==> config.mk <==
export PLATFORM = sky130hd
export DESIGN_NAME = dwarf_line_state_machine_flat
export DESIGN_NICKNAME = d
export VERILOG_FILES = /design/src/dlsm_pkg.sv /design/src/dlsm_if.sv /design/src/dlsm_div.sv /design/src/dlsm_cfg.sv /design/src/dwarf_line_state_machine.sv /design/src/flat_wrapper.sv
export SDC_FILE = /design/constraint.sdc
export NUM_CORES = 2
export LEC_CHECK = 0
export BUFFER_PORTS_ARGS = -buffer_cell sky130_fd_sc_hd__clkbuf_2
export CAP_MARGIN = 15
export CORE_UTILIZATION = 50
export DETAILED_ROUTE_END_ITERATION = 16
export MAX_ROUTING_LAYER = met4
export PLACE_DENSITY = 0.82
export SYNTH_ARGS = -nofsm -noshare
export SYNTH_HDL_FRONTEND = slang
export SYNTH_HIERARCHICAL = 1
export SYNTH_SLANG_ARGS = --single-unit
export TNS_END_PERCENT = 100
==> constraint.sdc <==
create_clock -name clk -period 13.5 [get_ports clk]
set_clock_uncertainty 0.2 [all_clocks]
set_input_delay 0 -clock clk [delete_from_list [all_inputs] [get_ports clk]]
set_output_delay 0 -clock clk [all_outputs]
set_load 0.01 [all_outputs]
==> src/dlsm_pkg.sv <==
// dlsm_pkg: types, codes and reset constants of the line-program state machine
// used by every file of the block; depends on nothing
`default_nettype none
package dlsm_pkg;

	localparam int CFG_IDX_W  = 3;
	localparam int CFG_DATA_W = 8;
	localparam int ADDR_OUT_W = 64;

	localparam logic [CFG_IDX_W-1:0] REG_MIN_INST   = 3'd0;
	localparam logic [CFG_IDX_W-1:0] REG_LINE_BASE  = 3'd1;
	localparam logic [CFG_IDX_W-1:0] REG_LINE_RANGE = 3'd2;
	localparam logic [CFG_IDX_W-1:0] REG_OP_BASE    = 3'd3;
	localparam logic [CFG_IDX_W-1:0] REG_DEF_STMT   = 3'd4;

	localparam logic [7:0] MIN_INST_RST   = 8'd1;
	localparam logic [7:0] LINE_BASE_RST  = 8'hFB;
	localparam logic [7:0] LINE_RANGE_RST = 8'd14;
	localparam logic [7:0] OP_BASE_RST    = 8'd13;
	localparam logic       DEF_STMT_RST   = 1'b1;

	localparam logic [7:0] MAX_SPECIAL = 8'd255;

	localparam logic [1:0] KIND_STD     = 2'd0;
	localparam logic [1:0] KIND_EXT     = 2'd1;
	localparam logic [1:0] KIND_SPECIAL = 2'd2;

	localparam logic [7:0] LNS_COPY          = 8'd1;
	localparam logic [7:0] LNS_ADV_PC        = 8'd2;
	localparam logic [7:0] LNS_ADVANCE_LINE  = 8'd3;
	localparam logic [7:0] LNS_SET_FILE      = 8'd4;
	localparam logic [7:0] LNS_SET_COLUMN    = 8'd5;
	localparam logic [7:0] LNS_NEGATE_STMT   = 8'd6;
	localparam logic [7:0] LNS_SET_BLOCK     = 8'd7;
	localparam logic [7:0] LNS_CONST_ADD_PC  = 8'd8;
	localparam logic [7:0] LNS_FIXED_ADV_PC  = 8'd9;
	localparam logic [7:0] LNS_PROLOGUE_END  = 8'd10;
	localparam logic [7:0] LNS_EPILOGUE_BEG  = 8'd11;
	localparam logic [7:0] LNS_SET_ISA       = 8'd12;

	localparam logic [7:0] LNE_END_SEQ       = 8'd1;
	localparam logic [7:0] LNE_SET_ADDR      = 8'd2;
	localparam logic [7:0] LNE_DEFINE_FILE   = 8'd3;
	localparam logic [7:0] LNE_SET_DISCRIM   = 8'd4;

	typedef struct packed {
		logic [7:0] min_inst;
		logic [7:0] line_base;
		logic [7:0] line_range;
		logic [7:0] op_base;
		logic       def_stmt;
	} cfg_t;

	typedef struct packed {
		logic       start;
		logic [7:0] dividend;
		logic [7:0] divisor;
	} div_req_t;

	typedef struct packed {
		logic       done;
		logic [7:0] quotient;
		logic [7:0] remainder;
	} div_rsp_t;

	typedef struct packed {
		logic                  row_valid;
		logic                  bad_opcode;
		logic [ADDR_OUT_W-1:0] row_address;
		logic [31:0]           row_line;
		logic [31:0]           row_column;
		logic [31:0]           row_file;
		logic                  row_is_stmt;
		logic                  row_end;
	} res_t;

endpackage
`default_nettype wire

==> src/dlsm_if.sv <==
// dlsm_in_if / dlsm_out_if: valid-ready channels for operations and rows
// depends on dlsm_pkg for the address width
`default_nettype none
interface dlsm_in_if;
	logic        valid;
	logic        ready;
	logic [1:0]  kind;
	logic [7:0]  opcode;
	logic [63:0] argument;

	modport source(output valid, kind, opcode, argument, input ready);
	modport sink(input valid, kind, opcode, argument, output ready);
endinterface

interface dlsm_out_if;
	logic                           valid;
	logic                           ready;
	logic                           row_valid;
	logic                           bad_opcode;
	logic [dlsm_pkg::ADDR_OUT_W-1:0] row_address;
	logic [31:0]                    row_line;
	logic [31:0]                    row_column;
	logic [31:0]                    row_file;
	logic                           row_is_stmt;
	logic                           row_end;

	modport source(output valid, row_valid, bad_opcode, row_address, row_line, row_column,
		row_file, row_is_stmt, row_end, input ready);
	modport sink(input valid, row_valid, bad_opcode, row_address, row_line, row_column,
		row_file, row_is_stmt, row_end, output ready);
endinterface
`default_nettype wire

==> src/dlsm_div.sv <==
// dlsm_div: 8-bit restoring divider, one quotient bit per cycle
// depends on dlsm_pkg for the request and response structs
`default_nettype none
module dlsm_div (
	input  wire logic               clk,
	input  wire logic               arst_n,
	input  dlsm_pkg::div_req_t      req,
	output dlsm_pkg::div_rsp_t      rsp
);
	logic       busy_q;
	logic [2:0] cnt_q;
	logic [7:0] quo_q;
	logic [7:0] rem_q;
	logic [7:0] dsr_q;
	logic [8:0] trial;
	logic [8:0] diff;
	logic       ge;
	logic [7:0] rem_n;
	logic [7:0] quo_n;

	always_comb begin
		trial = {rem_q, quo_q[7]};
		ge    = trial >= {1'b0, dsr_q};
		diff  = trial - {1'b0, dsr_q};
		rem_n = ge ? diff[7:0] : trial[7:0];
		quo_n = {quo_q[6:0], ge};
	end

	always_ff @(posedge clk or negedge arst_n) begin
		if (!arst_n) begin
			busy_q <= 1'b0;
			cnt_q  <= '0;
		end else if (req.start) begin
			busy_q <= 1'b1;
			cnt_q  <= '0;
		end else if (busy_q) begin
			cnt_q <= cnt_q + 3'd1;
			if (cnt_q == 3'd7) begin
				busy_q <= 1'b0;
			end
		end
	end

	always_ff @(posedge clk) begin
		if (req.start) begin
			quo_q <= req.dividend;
			rem_q <= '0;
			dsr_q <= req.divisor;
		end else if (busy_q) begin
			quo_q <= quo_n;
			rem_q <= rem_n;
		end
	end

	assign rsp.done      = busy_q && (cnt_q == 3'd7);
	assign rsp.quotient  = quo_n;
	assign rsp.remainder = rem_n;
endmodule
`default_nettype wire

==> src/dlsm_cfg.sv <==
// dlsm_cfg: line-program header registers behind the write port
// depends on dlsm_pkg for register indexes, reset values and cfg_t
`default_nettype none
module dlsm_cfg (
	input  wire logic                           clk,
	input  wire logic                           arst_n,
	input  wire logic                           cfg_wen,
	input  wire logic [dlsm_pkg::CFG_IDX_W-1:0]  cfg_index,
	input  wire logic [dlsm_pkg::CFG_DATA_W-1:0] cfg_data,
	output dlsm_pkg::cfg_t                      cfg
);
	dlsm_pkg::cfg_t cfg_q;

	always_ff @(posedge clk or negedge arst_n) begin
		if (!arst_n) begin
			cfg_q.min_inst   <= dlsm_pkg::MIN_INST_RST;
			cfg_q.line_base  <= dlsm_pkg::LINE_BASE_RST;
			cfg_q.line_range <= dlsm_pkg::LINE_RANGE_RST;
			cfg_q.op_base    <= dlsm_pkg::OP_BASE_RST;
			cfg_q.def_stmt   <= dlsm_pkg::DEF_STMT_RST;
		end else if (cfg_wen) begin
			case (cfg_index)
				dlsm_pkg::REG_MIN_INST:   cfg_q.min_inst   <= cfg_data;
				dlsm_pkg::REG_LINE_BASE:  cfg_q.line_base  <= cfg_data;
				dlsm_pkg::REG_LINE_RANGE: cfg_q.line_range <= cfg_data;
				dlsm_pkg::REG_OP_BASE:    cfg_q.op_base    <= cfg_data;
				dlsm_pkg::REG_DEF_STMT:   cfg_q.def_stmt   <= cfg_data[0];
				default: ;
			endcase
		end
	end

	assign cfg = cfg_q;
endmodule
`default_nettype wire

==> src/dwarf_line_state_machine.sv <==
// dwarf_line_state_machine: line-register sequencer around a shared divider and multiplier
// depends on dlsm_pkg, dlsm_if, dlsm_cfg and dlsm_div
//
//  channel   dir  handshake          payload
//  in_ch     in   valid/ready        kind, opcode, argument
//  out_ch    out  valid/ready        row_valid, bad_opcode, row_address .. row_end
//  cfg       in   cfg_wen            cfg_index, cfg_data
//
// plain operations go from decode straight to done; the result register is loaded in decode
// special opcodes and const_add_pc go through decode, 8 divider steps, multiply, add, done
// advance pc goes through decode, one multiply by min_inst_length, one add, done
// one operation at a time; in_ch.ready is high only while the sequencer is idle
// a row waiting on out_ch holds the next operation in its last cycle until the row transfers
// reset puts the line registers and header registers at their defaults
`default_nettype none
module dwarf_line_state_machine #(
	parameter int ADDRESS_BITS = 64
) (
	input  wire logic                           clk,
	input  wire logic                           arst_n,
	dlsm_in_if.sink                             in_ch,
	dlsm_out_if.source                          out_ch,
	input  wire logic                           cfg_wen,
	input  wire logic [dlsm_pkg::CFG_IDX_W-1:0]  cfg_index,
	input  wire logic [dlsm_pkg::CFG_DATA_W-1:0] cfg_data
);
	localparam int AW     = ADDRESS_BITS;
	localparam int OUT_AW = dlsm_pkg::ADDR_OUT_W;

	localparam logic [2:0] S_IDLE   = 3'd0;
	localparam logic [2:0] S_DECODE = 3'd1;
	localparam logic [2:0] S_DIV    = 3'd2;
	localparam logic [2:0] S_MUL    = 3'd3;
	localparam logic [2:0] S_ADD    = 3'd4;
	localparam logic [2:0] S_DONE   = 3'd5;

	dlsm_pkg::cfg_t     cfg;
	dlsm_pkg::div_req_t div_req;
	dlsm_pkg::div_rsp_t div_rsp;

	logic [2:0]    state_q;
	logic [1:0]    kind_q;
	logic [7:0]    opcode_q;
	logic [63:0]   arg_q;
	logic [AW-1:0] addr_q;
	logic [31:0]   line_q;
	logic [31:0]   col_q;
	logic [31:0]   file_q;
	logic          stmt_q;
	logic          block_q;
	logic          prologue_q;
	logic          epilogue_q;
	logic [31:0]   isa_q;
	logic [31:0]   discr_q;
	logic          special_q;
	logic [AW-1:0] mul_a_q;
	logic [7:0]    rem_q;
	logic [AW-1:0] prod_q;
	dlsm_pkg::res_t res_q;
	dlsm_pkg::res_t out_q;
	logic          out_valid_q;

	logic            is_special_ok;
	logic            is_const_add;
	logic            is_adv_pc;
	logic [AW+7:0]   mul_full;
	logic [AW-1:0]   addr_n;
	logic [31:0]     line_adv;
	logic [31:0]     line_n;
	dlsm_pkg::res_t  res_dec;

	dlsm_cfg u_cfg (
		.clk       (clk),
		.arst_n    (arst_n),
		.cfg_wen   (cfg_wen),
		.cfg_index (cfg_index),
		.cfg_data  (cfg_data),
		.cfg       (cfg)
	);

	dlsm_div u_div (
		.clk    (clk),
		.arst_n (arst_n),
		.req    (div_req),
		.rsp    (div_rsp)
	);

	always_comb begin
		is_special_ok = (kind_q == dlsm_pkg::KIND_SPECIAL) && (opcode_q >= cfg.op_base);
		is_const_add  = (kind_q == dlsm_pkg::KIND_STD) && (opcode_q == dlsm_pkg::LNS_CONST_ADD_PC);
		is_adv_pc     = (kind_q == dlsm_pkg::KIND_STD) && (opcode_q == dlsm_pkg::LNS_ADV_PC);
		div_req.start    = (state_q == S_DECODE) && (is_special_ok || is_const_add);
		div_req.dividend = (kind_q == dlsm_pkg::KIND_SPECIAL) ? (opcode_q - cfg.op_base)
			: (dlsm_pkg::MAX_SPECIAL - cfg.op_base);
		div_req.divisor  = cfg.line_range;
		mul_full = (AW+8)'(mul_a_q) * (AW+8)'(cfg.min_inst);
		addr_n   = addr_q + prod_q;
		line_adv = (cfg.line_range == 8'd0) ? 32'd0
			: ({{24{cfg.line_base[7]}}, cfg.line_base} + {24'd0, rem_q});
		line_n   = line_q + line_adv;
	end

	// result fields known at decode
	always_comb begin
		res_dec = '0;
		case (kind_q)
			dlsm_pkg::KIND_STD: begin
				if (opcode_q == dlsm_pkg::LNS_COPY) begin
					res_dec.row_valid   = 1'b1;
					res_dec.row_address = OUT_AW'(addr_q);
					res_dec.row_line    = line_q;
					res_dec.row_column  = col_q;
					res_dec.row_file    = file_q;
					res_dec.row_is_stmt = stmt_q;
				end else if (opcode_q == 8'd0 || opcode_q > dlsm_pkg::LNS_SET_ISA) begin
					res_dec.bad_opcode = 1'b1;
				end
			end
			dlsm_pkg::KIND_EXT: begin
				if (opcode_q == dlsm_pkg::LNE_END_SEQ) begin
					res_dec.row_valid   = 1'b1;
					res_dec.row_address = OUT_AW'(addr_q);
					res_dec.row_is_stmt = stmt_q;
					res_dec.row_end     = 1'b1;
				end else if (opcode_q == 8'd0 || opcode_q > dlsm_pkg::LNE_SET_DISCRIM) begin
					res_dec.bad_opcode = 1'b1;
				end
			end
			dlsm_pkg::KIND_SPECIAL: res_dec.bad_opcode = !is_special_ok;
			default: res_dec.bad_opcode = 1'b1;
		endcase
	end

	always_ff @(posedge clk or negedge arst_n) begin
		if (!arst_n) begin
			state_q     <= S_IDLE;
			out_valid_q <= 1'b0;
			addr_q      <= '0;
			line_q      <= 32'd1;
			col_q       <= '0;
			file_q      <= 32'd1;
			stmt_q      <= dlsm_pkg::DEF_STMT_RST;
			block_q     <= 1'b0;
			prologue_q  <= 1'b0;
			epilogue_q  <= 1'b0;
			isa_q       <= '0;
			discr_q     <= '0;
		end else begin
			if (state_q == S_DONE && (!out_valid_q || out_ch.ready)) begin
				out_valid_q <= 1'b1;
			end else if (out_valid_q && out_ch.ready) begin
				out_valid_q <= 1'b0;
			end
			case (state_q)
				S_IDLE: begin
					if (in_ch.valid) begin
						state_q <= S_DECODE;
					end
				end
				S_DECODE: begin
					if (is_special_ok || is_const_add) begin
						state_q <= S_DIV;
					end else if (is_adv_pc) begin
						state_q <= S_MUL;
					end else begin
						state_q <= S_DONE;
					end
					case (kind_q)
						dlsm_pkg::KIND_STD: begin
							case (opcode_q)
								dlsm_pkg::LNS_COPY: begin
									block_q    <= 1'b0;
									prologue_q <= 1'b0;
									epilogue_q <= 1'b0;
									discr_q    <= '0;
								end
								dlsm_pkg::LNS_ADVANCE_LINE: line_q <= line_q + arg_q[31:0];
								dlsm_pkg::LNS_SET_FILE:     file_q <= arg_q[31:0];
								dlsm_pkg::LNS_SET_COLUMN:   col_q <= arg_q[31:0];
								dlsm_pkg::LNS_NEGATE_STMT:  stmt_q <= !stmt_q;
								dlsm_pkg::LNS_SET_BLOCK:    block_q <= 1'b1;
								dlsm_pkg::LNS_FIXED_ADV_PC: addr_q <= addr_q + AW'(arg_q[15:0]);
								dlsm_pkg::LNS_PROLOGUE_END: prologue_q <= 1'b1;
								dlsm_pkg::LNS_EPILOGUE_BEG: epilogue_q <= 1'b1;
								dlsm_pkg::LNS_SET_ISA:      isa_q <= arg_q[31:0];
								default: ;
							endcase
						end
						dlsm_pkg::KIND_EXT: begin
							case (opcode_q)
								dlsm_pkg::LNE_END_SEQ: begin
									addr_q     <= '0;
									line_q     <= 32'd1;
									col_q      <= '0;
									file_q     <= 32'd1;
									stmt_q     <= cfg.def_stmt;
									block_q    <= 1'b0;
									prologue_q <= 1'b0;
									epilogue_q <= 1'b0;
									isa_q      <= '0;
									discr_q    <= '0;
								end
								dlsm_pkg::LNE_SET_ADDR:    addr_q <= arg_q[AW-1:0];
								dlsm_pkg::LNE_SET_DISCRIM: discr_q <= arg_q[31:0];
								default: ;
							endcase
						end
						default: ;
					endcase
				end
				S_DIV: begin
					if (div_rsp.done) begin
						state_q <= S_MUL;
					end
				end
				S_MUL: state_q <= S_ADD;
				S_ADD: begin
					state_q <= S_DONE;
					addr_q  <= addr_n;
					if (special_q) begin
						line_q     <= line_n;
						block_q    <= 1'b0;
						prologue_q <= 1'b0;
						epilogue_q <= 1'b0;
						discr_q    <= '0;
					end
				end
				S_DONE: begin
					if (!out_valid_q || out_ch.ready) begin
						state_q <= S_IDLE;
					end
				end
				default: state_q <= S_IDLE;
			endcase
		end
	end

	// operation payload, arithmetic operands and result rows
	always_ff @(posedge clk) begin
		case (state_q)
			S_IDLE: begin
				kind_q   <= in_ch.kind;
				opcode_q <= in_ch.opcode;
				arg_q    <= in_ch.argument;
			end
			S_DECODE: begin
				res_q     <= res_dec;
				special_q <= is_special_ok;
				mul_a_q   <= arg_q[AW-1:0];
			end
			S_DIV: begin
				mul_a_q <= (cfg.line_range == 8'd0) ? '0 : AW'(div_rsp.quotient);
				rem_q   <= div_rsp.remainder;
			end
			S_MUL: prod_q <= mul_full[AW-1:0];
			S_ADD: begin
				if (special_q) begin
					res_q.row_valid   <= 1'b1;
					res_q.row_address <= OUT_AW'(addr_n);
					res_q.row_line    <= line_n;
					res_q.row_column  <= col_q;
					res_q.row_file    <= file_q;
					res_q.row_is_stmt <= stmt_q;
				end
			end
			S_DONE: begin
				if (!out_valid_q || out_ch.ready) begin
					out_q <= res_q;
				end
			end
			default: ;
		endcase
	end

	assign in_ch.ready        = (state_q == S_IDLE);
	assign out_ch.valid       = out_valid_q;
	assign out_ch.row_valid   = out_q.row_valid;
	assign out_ch.bad_opcode  = out_q.bad_opcode;
	assign out_ch.row_address = out_q.row_address;
	assign out_ch.row_line    = out_q.row_line;
	assign out_ch.row_column  = out_q.row_column;
	assign out_ch.row_file    = out_q.row_file;
	assign out_ch.row_is_stmt = out_q.row_is_stmt;
	assign out_ch.row_end     = out_q.row_end;
endmodule
`default_nettype wire

==> src/flat_wrapper.sv <==
// flat-port wrapper written by rule: the top's interface ports become plain ports
module dwarf_line_state_machine_flat 
#(
	parameter int ADDRESS_BITS = 64
)
  (clk, arst_n, cfg_wen, cfg_index, cfg_data, in_ch_valid, in_ch_kind, in_ch_opcode, in_ch_argument, in_ch_ready, out_ch_valid, out_ch_row_valid, out_ch_bad_opcode, out_ch_row_address, out_ch_row_line, out_ch_row_column, out_ch_row_file, out_ch_row_is_stmt, out_ch_row_end, out_ch_ready);
  dlsm_in_if in_ch_i ();
  dlsm_out_if out_ch_i ();
  input  wire logic clk;
  input  wire logic arst_n;
  input  wire logic cfg_wen;
  input  wire logic [dlsm_pkg::CFG_IDX_W-1:0] cfg_index;
  input  wire logic [dlsm_pkg::CFG_DATA_W-1:0] cfg_data;
  input wire logic [$bits(in_ch_i.valid)-1:0] in_ch_valid;
  input wire logic [$bits(in_ch_i.kind)-1:0] in_ch_kind;
  input wire logic [$bits(in_ch_i.opcode)-1:0] in_ch_opcode;
  input wire logic [$bits(in_ch_i.argument)-1:0] in_ch_argument;
  output wire logic [$bits(in_ch_i.ready)-1:0] in_ch_ready;
  output wire logic [$bits(out_ch_i.valid)-1:0] out_ch_valid;
  output wire logic [$bits(out_ch_i.row_valid)-1:0] out_ch_row_valid;
  output wire logic [$bits(out_ch_i.bad_opcode)-1:0] out_ch_bad_opcode;
  output wire logic [$bits(out_ch_i.row_address)-1:0] out_ch_row_address;
  output wire logic [$bits(out_ch_i.row_line)-1:0] out_ch_row_line;
  output wire logic [$bits(out_ch_i.row_column)-1:0] out_ch_row_column;
  output wire logic [$bits(out_ch_i.row_file)-1:0] out_ch_row_file;
  output wire logic [$bits(out_ch_i.row_is_stmt)-1:0] out_ch_row_is_stmt;
  output wire logic [$bits(out_ch_i.row_end)-1:0] out_ch_row_end;
  input wire logic [$bits(out_ch_i.ready)-1:0] out_ch_ready;
  assign in_ch_i.valid = in_ch_valid;
  assign in_ch_i.kind = in_ch_kind;
  assign in_ch_i.opcode = in_ch_opcode;
  assign in_ch_i.argument = in_ch_argument;
  assign in_ch_ready = in_ch_i.ready;
  assign out_ch_valid = out_ch_i.valid;
  assign out_ch_row_valid = out_ch_i.row_valid;
  assign out_ch_bad_opcode = out_ch_i.bad_opcode;
  assign out_ch_row_address = out_ch_i.row_address;
  assign out_ch_row_line = out_ch_i.row_line;
  assign out_ch_row_column = out_ch_i.row_column;
  assign out_ch_row_file = out_ch_i.row_file;
  assign out_ch_row_is_stmt = out_ch_i.row_is_stmt;
  assign out_ch_row_end = out_ch_i.row_end;
  assign out_ch_i.ready = out_ch_ready;
  dwarf_line_state_machine #(.ADDRESS_BITS(ADDRESS_BITS)) u_core (.clk(clk), .arst_n(arst_n), .in_ch(in_ch_i), .out_ch(out_ch_i), .cfg_wen(cfg_wen), .cfg_index(cfg_index), .cfg_data(cfg_data));
endmodule
Word-level counts from Yosys, hierarchy flattened. Cells that the tools add are included. W data, S select, Z words.

Flip-flop bits (word level): 765. Bits of input ports: 90. Output and inout bits: 166. Word-level logic and storage cells: 179.

Add/sub/neg operators: 9. $mul: 1. $lt $le $gt $ge: 4. Equal/unequal tests: 33. Multiplexer cells: 54. Reductions and logical operators: 38.

Operator list (number): $pmux W64 S2 (5); $mux W161 (2); $pmux W161 S2 (1); $pmux W32 S2 (4); $mux W32 (7); $mux W64 (2); $mux W96 (1); $add A32 B32 Y32 (2); $add A64 B16 Y64 (1); $add A64 B64 Y64 (1); $mul A64 B8 Y64 (1); $mux W8 (5); $eq A8 B3 Y1 const B (3); $mux W3 (7); $pmux W3 S6 (1); $eq A8 B2 Y1 const B (2); $eq A8 B4 Y1 const B (2); $logic_not A8 Y1 (2); $reduce_and A4 Y1 (4); $sub A8 B8 Y8 (2); $mux W1 (14); $reduce_and A2 Y1 (7); $eq A3 B2 Y1 const B (4); $eq A3 B3 Y1 const B (4); other kinds (28) (55).

Depth between registers and ports, before layout.
Depth after elaboration: 5. Gate-level depth with buffers: 24. Mapped depth without buffers: 24.

Modules after synthesis. Netlist, hierarchy kept.

Modules (own cells, without submodules): dwarf_line_state_machine (times used 1, cells each 4750, area an instance 49439.9 um2, sequential area each 20318.2 um2); dlsm_div (times used 1, cells each 160, area an instance 1705.4 um2, sequential area each 740.7 um2); dlsm_cfg (times used 1, cells each 73, area an instance 1288.7 um2, sequential area each 844.6 um2).

Least setup slack after synthesis. No wires, ideal clock.

Path kind: register -> register. Start: register u_core.state_q[2]. End: register u_core.out_q (netlist bit u_core/out_ch.bad_opcode), enable pin. Setup time: 0.922 ns. Arrival: 12.582 ns. Required time: 12.378 ns. Path slack: -0.204 ns. Cell stages (with the launch flop): 4. Buffers on the path: 1. Period minus slack after synthesis: 13.704 ns. Path through: dfrtp_1 -> clkbuf_1 -> nand2_1 -> nor3b_1.

Cells in the longest elaborated chain, start to end: 2.

Ends and longest elaborated chain: start, declared (RTL line dwarf_line_state_machine.sv:41) `logic [2:0] state_q;`; start signal, assigned (RTL line dwarf_line_state_machine.sv:136) `state_q <= S_IDLE;`; start signal, assigned (RTL line dwarf_line_state_machine.sv:157) `state_q <= S_DECODE;`; start signal, assigned (RTL line dwarf_line_state_machine.sv:162) `state_q <= S_DIV;`; $eq A3 B3 Y1 (RTL line dwarf_line_state_machine.sv:240) `case (state_q)`; $reduce_and A2 Y1 (no source line); end signal, assigned (RTL line dwarf_line_state_machine.sv:268) `out_q <= res_q;`; end, declared (RTL line dwarf_line_state_machine.sv:60) `dlsm_pkg::res_t out_q;`.

No other way between the ends. A chain may end at the register's enable or synchronous reset.

Worst setup path after layout.
Start: register u_core.u_cfg.cfg_q (netlist bit u_core/u_cfg/cfg[29]). End: register u_core.prod_q[56] (data pin).

Cells in the longest elaborated chain, start to end: 1.

Ends and longest elaborated chain: start, declared (RTL line dlsm_cfg.sv:12) `dlsm_pkg::cfg_t cfg_q;`; $mul A64 B8 Y64 (RTL line dwarf_line_state_machine.sv:96) `mul_full = (AW+8)'(mul_a_q) * (AW+8)'(cfg.min_inst);`; via u_core.mul_full[56] (RTL line dwarf_line_state_machine.sv:66) `logic [AW+7:0] mul_full;`; end signal, assigned (RTL line dwarf_line_state_machine.sv:255) `S_MUL: prod_q <= mul_full[AW-1:0];`; end, declared (RTL line dwarf_line_state_machine.sv:58) `logic [AW-1:0] prod_q;`.

The timed path passes the listed nets, and every way through them passes these cells.

==> metrics.cfg <==
[timing]
number_of_setup_violations_in_the_final_report=0
final_min_period_over_clock_period_pct=49.5
maxSlewViolCount=0
finalCriticalPeriod_ns=6.68
grt_setup_unrepaired=no
worst-slew-pin-transition_ns=1.08
max_freq_mhz=150
final_hold_vios=0
slew_headroom_pct=28.2
totalNegativeSetupSlack_ns=0
finalHoldWorstSlack_ns=0.0420

[synth]
synthesis.instances=4983
yosysSeqAreaShare_pct=41.8
edff_count_synth=555
synth.lib_cells_used.distinct=111
postSynthAreaPerCell_um2=10.5
async_reset_ff_share_pct=26.4
synthesis.yosys.warnings=6
postSynth.topFlopCell=edfxtp_1
synth.ff_latch_count=765
synthesis.area_um2=52400
synth_fp_nets=5668

[placed_design]
place.gp.congestion=0.993
placedInstanceArea_um2=55000
place_hpwl_mm=107
portBuffers=255

[route]
routed_via_density=5.98
met3_length_mm=15.9
avgRoutedWirePerCell_um=22.3
vias=40600
route.final.wire_length_mm=152
m1_wire_length_mm=62.0
top_signal_layer_used=met4
initialDrtViolationCount=4651
drt_pre_antenna_iters=6
route.met2.wl_mm=67.9
drc=0
ant_nets=0

[min_path]
hold_path.startpoint=cfg_data[3]
worst_hold_path.num_cells=3
end_of_the_worst_hold_path=u_core/u_cfg/cfg[20]$_DFFE_PN1P_
hp-class=in2reg

[setup_path]
worst_reg2reg_path_startpoint=u_core/u_cfg/cfg[29]$_DFFE_PN0P_
timing.reg2reg.setup_slack_ns=6.82
ff2ff_path_depth=18
timing.critical_path.cells=and2_1, fa_1, fa_1, fa_1, inv_1, fa_1, inv_1, ha_1, nand4_1, nor3_1, o2111ai_1, a31oi_1, o21ai_0, a21oi_1, nor2_1, a21oi_1, a2111oi_0, a311o_1
r2r-end=u_core/prod_q[56]$_DFFE_PN_
critical_path.max_stage_delay_ns=1.05
critPathMostFrequentCell=fa_1
cp_slowest_cell=dfrtp_2
end_kind=register
worst-endpoint-arrival_ns=6.90
setup.worst_path.start_class=register
crit_fanout=61
worstSetupPathType=reg2reg
timing.critical_path.required_ns=13.72

[clock_tree]
hold_buffers_post_cts=171
clkSlewWorstSetupHoldPaths_ns=0.06
ctsRootBufferMaster=clkbuf_16
clock_tree.buffer_depth=3
setup_fix_bufs_post_cts=0
tritoncts=done
htreeDepth=3
tritoncts_num_sinks=765
cts-resized-gates=0
cts_buffers=79
clk_latency_ns=0.68

[global_route]
grt_antenna_before_repair=20
grt_remaining_overflow=0
first_pass_grt_wire_length_mm=233
vias_in_the_first_global_route=40000
pin_count_of_the_biggest_net_entering_global_routing=153
gr-usage-all-layers_pct=29.3

[floorplanning]
floorplan.initialDensity_pct=50.5
fp-row-count=118
io-pin-count=256
die_h_um=326
fp.dieW_um=326
floorplan.die_area_um2=106000
fp.coreArea_um2=104000

[layout]
layout.cells.most_common=nand2_1
num-fill-cells=8341
mostFrequentLayoutCells=567 x nand2_1, 555 x edfxtp_1, 533 x and2_1, 355 x fa_1, 332 x inv_1
fin_area_um2=59500
finish.utilization_pct=57.4
area.growth.synth_to_final_pct=13.6
multiInputGateArea_um2=28400
layout-drive-gt1-share_pct=10.5
layout.area.seq_um2=21900
finish.net_count=6004

[run_status]
outcome=completed

[job]
drv.max_cap_violation_count=0

==> stage by stage <==
step	std cells	setup WS, ns
floorplan	4983	5.65
global placement	6445	7.07
detailed placement	6445	6.98
CTS	6764	7.01
global route	6784	6.49
finish	6796	6.82
==> worst max-delay path: cells and delay by family, from the launching register on <==
| kind | cells | cell delay (ns) |
|---|---|---|
| AOI/OAI and AO/OA | 7 | 1.95 |
| buffers and inverters | 2 | 0.09 |
| and+or+nand+nor | 4 | 0.80 |
| adders and majority gates | 5 | 2.35 |
| DFF | 1 | 1.05 |
==> logic make-up after synthesis <==
group           share of synthesized area [%]
buf+inv                                  4.19
flops                                    41.8
fa+ha+maj                                19.3
mux                                      1.20
xor+xnor                                 3.42
compound gates                           13.6
simple gates                             16.5
==> state kept, by name, summed over array words and instances (netlist names), 8 cells and up <==
name,cells
u_core/u_div/quo_q,8
u_core/u_div/dsr_q,8
u_core/u_div/rem_q,8
u_core/out_ch.row_column,32
u_core/mul_a_q,64
u_core/out_ch.row_file,32
u_core/line_q,32
u_core/rem_q,8
u_core/file_q,32
u_core/prod_q,64
u_core/opcode_q,8
u_core/arg_q,64
u_core/out_ch.row_address,64
u_core/col_q,32
u_core/out_ch.row_line,32
u_core/u_cfg/cfg,33
u_core/addr_q,64
u_core/res_q,164
==> layer usage <==
metal,track usage [%],vias to the layer above
met4,12.6,0
li1,-,18100
met5,-,-
met1,38.8,19900
met3,7.10,387
met2,43.0,2231
==> synthesized netlist by cell type, types with 42 or more instances <==
cell type	count	area share, %
o21ai_0	270	2.6
ha_1	240	5.7
and3_1	48	0.57
a21o_1	115	1.6
nand3_1	77	0.73
xor2_1	65	1.1
a31oi_1	54	0.64
clkbuf_1	184	1.3
mux2_2	42	0.90
inv_1	332	2.4
xnor2_1	140	2.3
nand2_1	572	4.1
fa_1	355	14
edfxtp_1	555	32
and2_1	534	6.4
nor2_1	229	1.6
a21oi_1	283	2.7
dfrtp_1	184	8.8
nand4_1	42	0.50
nor3_1	48	0.46
o21bai_1	43	0.62
==> worst max-delay path by stage <==
stage / startpoint / to / slack [ns]
detailed placement: u_core/u_cfg/cfg[29]$_DFFE_PN0P_ / u_core/prod_q[63]$_DFFE_PN_ / 6.98
floorplan: u_core/state_q[2]$_DFFE_PN0P_ / u_core/out_ch.bad_opcode$_DFFE_PP_ / 5.65
global placement: u_core/u_cfg/cfg[29]$_DFFE_PN0P_ / u_core/prod_q[63]$_DFFE_PN_ / 7.07
finish: u_core/u_cfg/cfg[29]$_DFFE_PN0P_ / u_core/prod_q[56]$_DFFE_PN_ / 6.82
global route: u_core/u_cfg/cfg[29]$_DFFE_PN0P_ / u_core/prod_q[56]$_DFFE_PN_ / 6.49
CTS: u_core/u_cfg/cfg[29]$_DFFE_PN0P_ / u_core/prod_q[38]$_DFFE_PN_ / 7.01
==> cell type report <==
cell class              count  share of cell area [%]
clock buffers             103                    3.73
inverters                 335                    2.11
multi-input cells        3661                    47.8
clock inverters            45                   0.807
well taps                1380                    2.90
flip-flops and latches    765                    36.8
diodes                     30                   0.126
repair buffers            477                    5.77
Power is not shown: default switching activity piles up to over one toggle a cycle in this logic, so the estimate is an artifact.
